==> src/rtl/cigar_string_analyzer_assert.svh <==
// ----------------------------------------------------------------------------
// CIGAR string analyser: assertion macros
// Shared concurrent assertion forms, clocked and disabled in reset.
// ----------------------------------------------------------------------------
`ifndef CIGAR_STRING_ANALYZER_ASSERT_SVH
`define CIGAR_STRING_ANALYZER_ASSERT_SVH

// same-cycle implication
`define CSA_ASSERT_IMP(label, clk, rst, ante, cons) \
   label: assert property (@(posedge clk) disable iff (rst) (ante) |-> (cons)) \
      else $error("CIGAR analyser check failed");

// next-cycle implication
`define CSA_ASSERT_NXT(label, clk, rst, ante, cons) \
   label: assert property (@(posedge clk) disable iff (rst) (ante) |=> (cons)) \
      else $error("CIGAR analyser check failed");

`endif

==> src/rtl/csa_pkg.sv <==
// ----------------------------------------------------------------------------
// CIGAR string analyser package
// Character codes, BAM opcodes, error codes and shared types.
// ----------------------------------------------------------------------------
`timescale 1ns / 1ps

package csa_pkg;

   localparam int RUN_W = 28;
   localparam int SUM_W = 32;

   localparam logic [RUN_W-1:0] MAX_RUN = 28'hFFF_FFFF;

   // ASCII
   localparam logic [7:0] CHAR_ZERO = 8'h30;
   localparam logic [7:0] CHAR_NINE = 8'h39;
   localparam logic [7:0] CHAR_STAR = 8'h2A;
   localparam logic [7:0] CHAR_M    = 8'h4D;
   localparam logic [7:0] CHAR_I    = 8'h49;
   localparam logic [7:0] CHAR_D    = 8'h44;
   localparam logic [7:0] CHAR_N    = 8'h4E;
   localparam logic [7:0] CHAR_S    = 8'h53;
   localparam logic [7:0] CHAR_H    = 8'h48;
   localparam logic [7:0] CHAR_P    = 8'h50;
   localparam logic [7:0] CHAR_EQ   = 8'h3D;
   localparam logic [7:0] CHAR_X    = 8'h58;

   // BAM opcodes
   localparam logic [3:0] OP_M    = 4'd0;
   localparam logic [3:0] OP_I    = 4'd1;
   localparam logic [3:0] OP_D    = 4'd2;
   localparam logic [3:0] OP_N    = 4'd3;
   localparam logic [3:0] OP_S    = 4'd4;
   localparam logic [3:0] OP_H    = 4'd5;
   localparam logic [3:0] OP_P    = 4'd6;
   localparam logic [3:0] OP_EQ   = 4'd7;
   localparam logic [3:0] OP_X    = 4'd8;
   localparam logic [3:0] OP_NONE = 4'd15;

   // error codes
   localparam logic [2:0] ERR_NONE     = 3'd0;
   localparam logic [2:0] ERR_BAD_CHAR = 3'd1;
   localparam logic [2:0] ERR_NO_NUM   = 3'd2;
   localparam logic [2:0] ERR_TRAIL    = 3'd3;
   localparam logic [2:0] ERR_ZERO_Q   = 3'd4;
   localparam logic [2:0] ERR_OVERFLOW = 3'd5;

   typedef struct packed {
      logic       is_numeral;
      logic [3:0] digit;
      logic       is_star;
      logic       is_op;
      logic [3:0] opcode;
      logic       use_query;
      logic       use_ref;
      logic       is_indel;
      logic       is_clip;
   } char_class_type;

   typedef struct packed {
      logic             has_op;
      logic [3:0]       op_code;
      logic [RUN_W-1:0] op_length;
      logic [SUM_W-1:0] query_total;
      logic [SUM_W-1:0] reference_total;
      logic [SUM_W-1:0] both_total;
      logic [SUM_W-1:0] indel_total;
      logic [SUM_W-1:0] clip_total;
      logic [2:0]       error_code;
      logic             end_of_string;
   } rsp_type;

endpackage

==> src/rtl/csa_char_class.sv <==
// ----------------------------------------------------------------------------
// CIGAR character classifier
// Sorts one ASCII character into digit, star, operation letter or other.
// ----------------------------------------------------------------------------
`timescale 1ns / 1ps

module csa_char_class
   import csa_pkg::*;
(
   input  logic [7:0]     text_char,
   output char_class_type cls
);

   logic [7:0] digit_wide;

   assign digit_wide = text_char - CHAR_ZERO;

   always_comb begin
      cls            = '0;
      cls.is_numeral = (text_char >= CHAR_ZERO) && (text_char <= CHAR_NINE);
      cls.digit      = digit_wide[3:0];
      cls.is_star    = (text_char == CHAR_STAR);
      unique case (text_char)
         CHAR_M:  cls.opcode = OP_M;
         CHAR_I:  cls.opcode = OP_I;
         CHAR_D:  cls.opcode = OP_D;
         CHAR_N:  cls.opcode = OP_N;
         CHAR_S:  cls.opcode = OP_S;
         CHAR_H:  cls.opcode = OP_H;
         CHAR_P:  cls.opcode = OP_P;
         CHAR_EQ: cls.opcode = OP_EQ;
         CHAR_X:  cls.opcode = OP_X;
         default: cls.opcode = OP_NONE;
      endcase
      cls.is_op     = (cls.opcode != OP_NONE);
      // SAM consume rules
      cls.use_query = (cls.opcode == OP_M) || (cls.opcode == OP_I) || (cls.opcode == OP_S)
                      || (cls.opcode == OP_EQ) || (cls.opcode == OP_X);
      cls.use_ref   = (cls.opcode == OP_M) || (cls.opcode == OP_D) || (cls.opcode == OP_N)
                      || (cls.opcode == OP_EQ) || (cls.opcode == OP_X);
      cls.is_indel  = (cls.opcode == OP_I) || (cls.opcode == OP_D);
      cls.is_clip   = (cls.opcode == OP_S);
   end

endmodule

==> src/rtl/csa_core.sv <==
// ----------------------------------------------------------------------------
// CIGAR analyser core
// Run-length and total registers, per-character update and result register.
// ----------------------------------------------------------------------------
`timescale 1ns / 1ps

module csa_core
   import csa_pkg::*;
(
   input  logic           clock,
   input  logic           reset,
   input  logic           item_valid,
   input  char_class_type cls,
   input  logic           last_char,
   input  logic           emit_ops,
   input  logic           rsp_ready,
   output logic           can_step,
   output logic           rsp_valid,
   output rsp_type        rsp
);

   logic [RUN_W-1:0] run_ff,   run_in;
   logic [SUM_W-1:0] query_ff, query_in;
   logic [SUM_W-1:0] ref_ff,   ref_in;
   logic [SUM_W-1:0] both_ff,  both_in;
   logic [SUM_W-1:0] indel_ff, indel_in;
   logic [SUM_W-1:0] clip_ff,  clip_in;
   logic [2:0]       err_ff,   err_in;
   logic             start_ff, start_in;
   logic             star_ff,  star_in;
   logic             rsp_valid_ff, rsp_valid_in;
   rsp_type          rsp_ff,   rsp_in;

   logic [SUM_W-1:0] run_ext;
   logic [SUM_W-1:0] run_next;
   logic             has_op;
   logic             emit_now;
   logic             step;

   assign run_ext  = {{(SUM_W-RUN_W){1'b0}}, run_ff};
   // acc * 10 + d, never beyond 32 bits for a 28-bit accumulator
   assign run_next = (run_ext << 3) + (run_ext << 1) + {{(SUM_W-4){1'b0}}, cls.digit};

   always_comb begin
      run_in   = run_ff;
      query_in = query_ff;
      ref_in   = ref_ff;
      both_in  = both_ff;
      indel_in = indel_ff;
      clip_in  = clip_ff;
      err_in   = err_ff;
      star_in  = star_ff;
      start_in = 1'b0;
      has_op   = 1'b0;

      if (err_ff == ERR_NONE) begin
         priority if (star_ff) begin
            err_in = ERR_BAD_CHAR;
         end else if (cls.is_star) begin
            if (start_ff) star_in = 1'b1;
            else          err_in  = ERR_BAD_CHAR;
         end else if (cls.is_numeral) begin
            if (run_next > {{(SUM_W-RUN_W){1'b0}}, MAX_RUN}) begin
               err_in = ERR_OVERFLOW;
               run_in = MAX_RUN;
            end else begin
               run_in = run_next[RUN_W-1:0];
            end
         end else if (cls.is_op) begin
            if (run_ff == '0) begin
               err_in = ERR_NO_NUM;
            end else begin
               if (cls.use_query)               query_in = query_ff + run_ext;
               if (cls.use_ref)                 ref_in   = ref_ff + run_ext;
               if (cls.use_query && cls.use_ref) both_in  = both_ff + run_ext;
               if (cls.is_indel)                indel_in = indel_ff + run_ext;
               if (cls.is_clip)                 clip_in  = clip_ff + run_ext;
               has_op = emit_ops;
               run_in = '0;
            end
         end else begin
            err_in = ERR_BAD_CHAR;
         end
      end

      // end-of-string checks on the updated values
      if (last_char && (err_in == ERR_NONE)) begin
         if (run_in != '0)                    err_in = ERR_TRAIL;
         else if (!star_in && query_in == '0) err_in = ERR_ZERO_Q;
      end

      rsp_in.has_op          = has_op;
      rsp_in.op_code         = has_op ? cls.opcode : 4'd0;
      rsp_in.op_length       = has_op ? run_ff : '0;
      rsp_in.query_total     = query_in;
      rsp_in.reference_total = ref_in;
      rsp_in.both_total      = both_in;
      rsp_in.indel_total     = indel_in;
      rsp_in.clip_total      = clip_in;
      rsp_in.error_code      = err_in;
      rsp_in.end_of_string   = last_char;
   end

   assign emit_now = has_op || last_char;
   assign can_step = !emit_now || !rsp_valid_ff || rsp_ready;
   assign step     = item_valid && can_step;

   always_comb begin
      rsp_valid_in = rsp_valid_ff;
      if (step && emit_now)  rsp_valid_in = 1'b1;
      else if (rsp_ready)    rsp_valid_in = 1'b0;
   end

   always_ff @(posedge clock) begin
      if (reset || (step && last_char)) begin
         run_ff   <= '0;
         query_ff <= '0;
         ref_ff   <= '0;
         both_ff  <= '0;
         indel_ff <= '0;
         clip_ff  <= '0;
         err_ff   <= ERR_NONE;
         start_ff <= 1'b1;
         star_ff  <= 1'b0;
      end else if (step) begin
         run_ff   <= run_in;
         query_ff <= query_in;
         ref_ff   <= ref_in;
         both_ff  <= both_in;
         indel_ff <= indel_in;
         clip_ff  <= clip_in;
         err_ff   <= err_in;
         start_ff <= start_in;
         star_ff  <= star_in;
      end
   end

   always_ff @(posedge clock) begin
      if (reset) rsp_valid_ff <= 1'b0;
      else       rsp_valid_ff <= rsp_valid_in;
   end

   always_ff @(posedge clock) begin
      if (step && emit_now) rsp_ff <= rsp_in;
   end

   assign rsp_valid = rsp_valid_ff;
   assign rsp       = rsp_ff;

endmodule

==> src/rtl/cigar_string_analyzer.sv <==
// ----------------------------------------------------------------------------
// CIGAR string analyser
// Streams a textual SAM CIGAR and returns BAM operation words and totals.
// ----------------------------------------------------------------------------
// One CIGAR character is taken per item on the req_ stream, with tlast on the
// final character of the string. Each character is held in an input register,
// classified and applied to the run-length and total registers in a single pass,
// and any result lands in the rsp_ output register; with the result side ready
// the block takes one item every cycle, and an item that produces no result
// never waits for the output side. A result appears for every operation letter
// with a nonzero run before any error while csr_data was last written as 1
// (the reset value), and for every final character; tuser then flags whether
// the op fields are live and tlast marks the closing totals and error code.
// Errors are sticky to the end of the string, after which all string state clears.
// The user must write csr_data only while the block is idle; nothing enforces it.
// ----------------------------------------------------------------------------
`timescale 1ns / 1ps
`include "cigar_string_analyzer_assert.svh"

module cigar_string_analyzer
   import csa_pkg::*;
(
   input  logic         clock,
   input  logic         reset,
   // character stream
   input  logic         req_tvalid,
   output logic         req_tready,
   input  logic [7:0]   req_tdata,   // [7:0] text_char
   input  logic         req_tlast,   // last_char
   // result stream
   output logic         rsp_tvalid,
   input  logic         rsp_tready,
   output logic [199:0] rsp_tdata,   // [3:0] op_code, [31:4] op_length,
                                     // [63:32] query_total, [95:64] reference_total,
                                     // [127:96] both_total, [159:128] indel_total,
                                     // [191:160] clip_total, [194:192] error_code,
                                     // [199:195] zero
   output logic         rsp_tuser,   // has_op
   output logic         rsp_tlast,   // end_of_string
   // control register: emit_binary_ops
   input  logic         csr_valid,
   output logic         csr_ready,
   input  logic         csr_data
);

   logic           in_valid_ff, in_valid_in;
   logic [7:0]     in_char_ff;
   logic           in_last_ff;
   logic           emit_ff;
   logic           can_step;
   char_class_type cls;
   rsp_type        rsp;

   // --- control register ---
   assign csr_ready = 1'b1;

   always_ff @(posedge clock) begin
      if (reset)          emit_ff <= 1'b1;
      else if (csr_valid) emit_ff <= csr_data;
   end

   // --- input register ---
   assign req_tready = !in_valid_ff || can_step;

   always_comb begin
      in_valid_in = in_valid_ff;
      if (req_tready) in_valid_in = req_tvalid;
   end

   always_ff @(posedge clock) begin
      if (reset) in_valid_ff <= 1'b0;
      else       in_valid_ff <= in_valid_in;
   end

   always_ff @(posedge clock) begin
      if (req_tready && req_tvalid) begin
         in_char_ff <= req_tdata;
         in_last_ff <= req_tlast;
      end
   end

   // --- classify and apply ---
   csa_char_class u_class (
      .text_char (in_char_ff),
      .cls       (cls)
   );

   csa_core u_core (
      .clock      (clock),
      .reset      (reset),
      .item_valid (in_valid_ff),
      .cls        (cls),
      .last_char  (in_last_ff),
      .emit_ops   (emit_ff),
      .rsp_ready  (rsp_tready),
      .can_step   (can_step),
      .rsp_valid  (rsp_tvalid),
      .rsp        (rsp)
   );

   // --- result packing ---
   assign rsp_tdata = {5'b0, rsp.error_code, rsp.clip_total, rsp.indel_total,
                       rsp.both_total, rsp.reference_total, rsp.query_total,
                       rsp.op_length, rsp.op_code};
   assign rsp_tuser = rsp.has_op;
   assign rsp_tlast = rsp.end_of_string;

   // --- checks ---
   // an operation word always carries a real run length and opcode
   `CSA_ASSERT_IMP(a_op_nonzero, clock, reset, rsp_tvalid && rsp_tuser,
                   rsp_tdata[31:4] != 28'd0 && rsp_tdata[3:0] <= OP_X)
   // a result without an operation is only ever the closing totals
   `CSA_ASSERT_IMP(a_plain_is_end, clock, reset, rsp_tvalid && !rsp_tuser, rsp_tlast)
   // op fields are zero when no operation is carried
   `CSA_ASSERT_IMP(a_idle_op_zero, clock, reset, rsp_tvalid && !rsp_tuser,
                   rsp_tdata[31:0] == 32'd0)
   // an item taken on the req_ stream is in the input register next cycle
   `CSA_ASSERT_NXT(a_in_loaded, clock, reset, req_tvalid && req_tready, in_valid_ff)

endmodule

==> config.mk <==
export PLATFORM = sky130hd
export DESIGN_NAME = cigar_string_analyzer
export DESIGN_NICKNAME = d
export VERILOG_FILES = /design/src/rtl/csa_pkg.sv /design/src/rtl/csa_char_class.sv /design/src/rtl/csa_core.sv /design/src/rtl/cigar_string_analyzer.sv
export VERILOG_INCLUDE_DIRS = /design/src /design/src/rtl
export SDC_FILE = /design/constraint.sdc
export NUM_CORES = 1
export LEC_CHECK = 0
export ABC_AREA = 1
export ABC_CLOCK_PERIOD_IN_PS = 9200
export BUFFER_PORTS_ARGS = -buffer_cell sky130_fd_sc_hd__clkbuf_2
export CORE_MARGIN = 3
export CORE_UTILIZATION = 50
export DETAILED_ROUTE_END_ITERATION = 7
export GPL_TIMING_DRIVEN = 0
export PLACE_DENSITY = 0.71
export SETUP_SLACK_MARGIN = 0.5
export SYNTH_ARGS = -nofsm -noshare
export SYNTH_HDL_FRONTEND = slang
export SYNTH_SLANG_ARGS = --single-unit
==> constraint.sdc <==
create_clock -name clock -period 9.2 [get_ports clock]
set_input_delay 0.92 -clock clock [delete_from_list [all_inputs] [get_ports clock]]
set_output_delay 0.92 -clock clock [all_outputs]
set_load 0.05 [all_outputs]
==> flow_summary.ini <==
[outcome]
status = complete, no violations

[clock_network]
clockRootBuffer = clkbuf_16
htree_levels = 2
clock_latency_ps = 590
clockBufferDepth = 3
clkSinkCount = 402
cts-resized-gates = 0
hold_buffers = 0
cts_tree = yes
clk_pin_slew_ps = 60
post_cts_buffers = 0
cts-buffers-inserted = 43

[power]
p_sw_mw = 1.369
p_leak_nw = 13.66
p_per_area_mw_per_mm2 = 153.5
p_total_mw = 4.533
ir_worst_vdd_uv = 127.5
switching_share_pct = 30.19
seqPwrFrac_pct = 45.3
internal_power_mw = 3.164
combPwrFrac_pct = 16.2
share_clk_of_total_power_pct = 38.5

[sta]
fin_setup_tns_ps = 0
hold_violations = 0
maxSlewViolCount = 0
rsz0062_at_grt = no
worst_slew_pin_slew_ps = 1346
slew_headroom_pct = 10.25
min_period_ps = 5223
fin_hold_ws_ps = 442.0
setup_violations = 0
fin_skew_ps = 16.94
finalCritPeriodShare_pct = 56.77
max_clock_freq_mhz = 191.5

[min_path]
hold_class = reg -> reg

[yosys]
yosys_warnings = 0
synth_cell_types = 57
postSynthAreaPerCell_um2 = 7.548
syn_area_mm2 = 0.02618
syn_inst = 3468
ys_seq_area_share_pct = 38.62
ys_seq_elements = 402
synth_top_flop_cell = edfxtp_1
yosysTopAreaCellShare_pct = 23.63
synth_enable_flop_cells = 206
synth_top_cell_by_area = edfxtp_1
synthArstFlopShare_pct = 0
ys_top_cells_by_area = edfxtp_1 (24%), dfxtp_1 (15%), nand2_1 (12%)

[setup_path]
reg2reg_from = u_core.run_ff[1]$_SDFFE_PP0P_
crit_slowest_cell = inv_1
startpoint_type = register
crit_type = reg -> reg
critical_path_depth = 16
end_kind = register
critPathTopFamily = buffers and inverters
max_stage_delay_ps = 730
path_cells = inv_1 > nand4_1 > nor2_1 > nand3_1 > inv_1 > nor2_4 > nand2_4 > nand2_2 > nand2_1 > nand2_2 > inv_2 > buf_2 > buf_2 > nand2_1 > inv_8 > buf_16
startpoint = u_core.run_ff[1]$_SDFFE_PP0P_
crit_buf_inv = 7
r2r_slack_ps = 3980
rr_endpoint = u_core.rsp[122]$_DFFE_PP_
crit_path_end = u_core.rsp[122]$_DFFE_PP_
crit_fanout = 111
cp_data_arrival_time_ps = 5440
ff2ff_path_depth = 16
required_ps = 9410

[cells_and_area]
fin_nets = 3948
fin_cells = 4446
mostFrequentLayoutCells = nand2_1 (847), inv_1 (368), a21oi_1 (339)
area_growth_pct = 12.84
drive_above_1_share_pct = 10.81
final_util_pct = 57.34
fillers = 4906
final_common_cell = nand2_1
n_antenna_cell = 0

[global_routing]
grt_max_degree = 112
grt_pass1_wl_mm = 131.7
first_global_vias = 23106
overflow = 0
antenna_found_initial = 1
track_usage_pct = 30.49

[placement]
port_buffers = 213
hpwlAfterDp_mm = 64.60
dp_cells = 4366
gp_congestion = 0.9765

[drt]
drt_iter0_drc = 2144
post_drt_wl_per_cell_um = 19.55
post-route-drc-count = 0
avgViaCountPerCell = 5.596
vias = 24880
drt_pass1_iterations = 6
drt_wl_total_mm = 86.91
drtAntennaViolNets = 0

[die]
coreArea_mm2 = 0.05151
boundaryPins = 220
start_util_pct = 50.82
die_w_um = 234.8
die_height_um = 234.8
die_area_mm2 = 0.05513
rows = 83

[flow_run]
maxCapViolCount = 0
layout make-up:
| class | count | area (µm²) | share of cell area, % |
|---|---|---|---|
| buffer | 112 | 563.0 | 1.906 |
| clock buffer | 56 | 1177 | 3.986 |
| clock inverter | 24 | 217.7 | 0.7371 |
| inverter | 389 | 1468 | 4.969 |
| multi-input combinational | 2569 | 14060 | 47.59 |
| sequential | 402 | 10110 | 34.23 |
| tap | 680 | 850.8 | 2.880 |
| timing repair buffer | 214 | 1094 | 3.702 |
stage by stage:
stage | area (µm²) | worst slack, ps
4_1_cts | 29540 | 4125
6_report | 29540 | 3977
5_1_grt | 29540 | 3894
2_1_floorplan | 26190 | 2827
3_5_place_dp | 28140 | 4113
3_3_place_gp | 28110 | -393.4
cell families after synthesis:
| group | synth area share [%] |
|---|---|
| AND/OR/NAND/NOR | 22.83 |
| AO/OA/AOI/OAI | 16.91 |
| buffers and inverters | 7.729 |
| flip-flops | 38.62 |
| adder cells (fa/ha/maj) | 9.857 |
| XOR/XNOR | 3.815 |
| multiplexers | 0.2055 |
| other | 0.02869 |
power by group through the flow:
stage / Sequential [mW] / Clock (mW) / Combinational (mW)
2_1_floorplan: 2.13 / 0 / 0.449
3_3_place_gp: 2.09 / 0 / 0.717
3_5_place_dp: 2.09 / 0 / 0.725
4_1_cts: 2.05 / 1.76 / 0.727
5_1_grt: 2.05 / 1.83 / 0.809
6_report: 2.05 / 1.74 / 0.736
how the worst min path moves through the flow:
stage                               startpoint                 endpoint  cells after the start
after global placement    in_last_ff$_DFFE_PP_  u_core.rsp[0]$_DFFE_PP_                      0
after CTS                 in_last_ff$_DFFE_PP_  u_core.rsp[0]$_DFFE_PP_                      0
final                     in_last_ff$_DFFE_PP_  u_core.rsp[0]$_DFFE_PP_                      0
after floorplan           in_last_ff$_DFFE_PP_  u_core.rsp[0]$_DFFE_PP_                      0
after detailed placement  in_last_ff$_DFFE_PP_  u_core.rsp[0]$_DFFE_PP_                      0
after global routing      in_last_ff$_DFFE_PP_  u_core.rsp[0]$_DFFE_PP_                      0
synthesized netlist by cell type (12+ instances only):
| library cell | instances |
|---|---|
| o211ai_1 | 20 |
| dfxtp_1 | 196 |
| xnor2_1 | 42 |
| edfxtp_1 | 206 |
| o21a_1 | 17 |
| buf_4 | 25 |
| o21ai_1 | 39 |
| nand2_1 | 847 |
| o21ai_0 | 256 |
| nand3b_1 | 12 |
| a21oi_1 | 339 |
| inv_1 | 369 |
| nand4_1 | 39 |
| ha_1 | 195 |
| clkbuf_1 | 44 |
| a211oi_1 | 32 |
| nor3_1 | 14 |
| a31oi_1 | 30 |
| o21bai_1 | 16 |
| nor2_1 | 309 |
| nand3_1 | 165 |
| or2_2 | 12 |
| xor2_1 | 72 |
| buf_2 | 39 |
| inv_2 | 20 |
| a21o_1 | 14 |
metal layers:
layer | track usage (%) | wire length, µm | vias to the layer above
li1 | - | - | 12194
met1 | 39.96 | 36700 | 11495
met2 | 49.37 | 38800 | 954
met3 | 5.798 | 7016 | 233
met4 | 12.97 | 4310 | 4
met5 | 0.9524 | 89 | -
flip-flops by register name (all words and copies together), names as in the netlist:
register	flops
u_core.clip_ff	32
u_core.start_ff	1
u_core.star_ff	1
emit_ff	1
u_core.query_ff	32
u_core.err_ff	3
in_last_ff	1
u_core.run_ff	28
u_core.ref_ff	32
in_char_ff	8
in_valid_ff	1
u_core.both_ff	32
u_core.rsp	197
u_core.rsp_valid	1
u_core.indel_ff	32
worst reg2reg max path, stage by stage, from the launching register on:
cell     delay [ps]
dfxtp_1         600
inv_1           740
nand4_1         180
nor2_1          140
nand3_1         380
inv_1           260
nor2_4          100
nand2_4         110
nand2_2         110
nand2_1         110
nand2_2         140
inv_2           100
buf_2           260
buf_2           340
nand2_1         200
inv_8           500
buf_16          470
No activity file was read; power rests on OpenSTA's default activity.
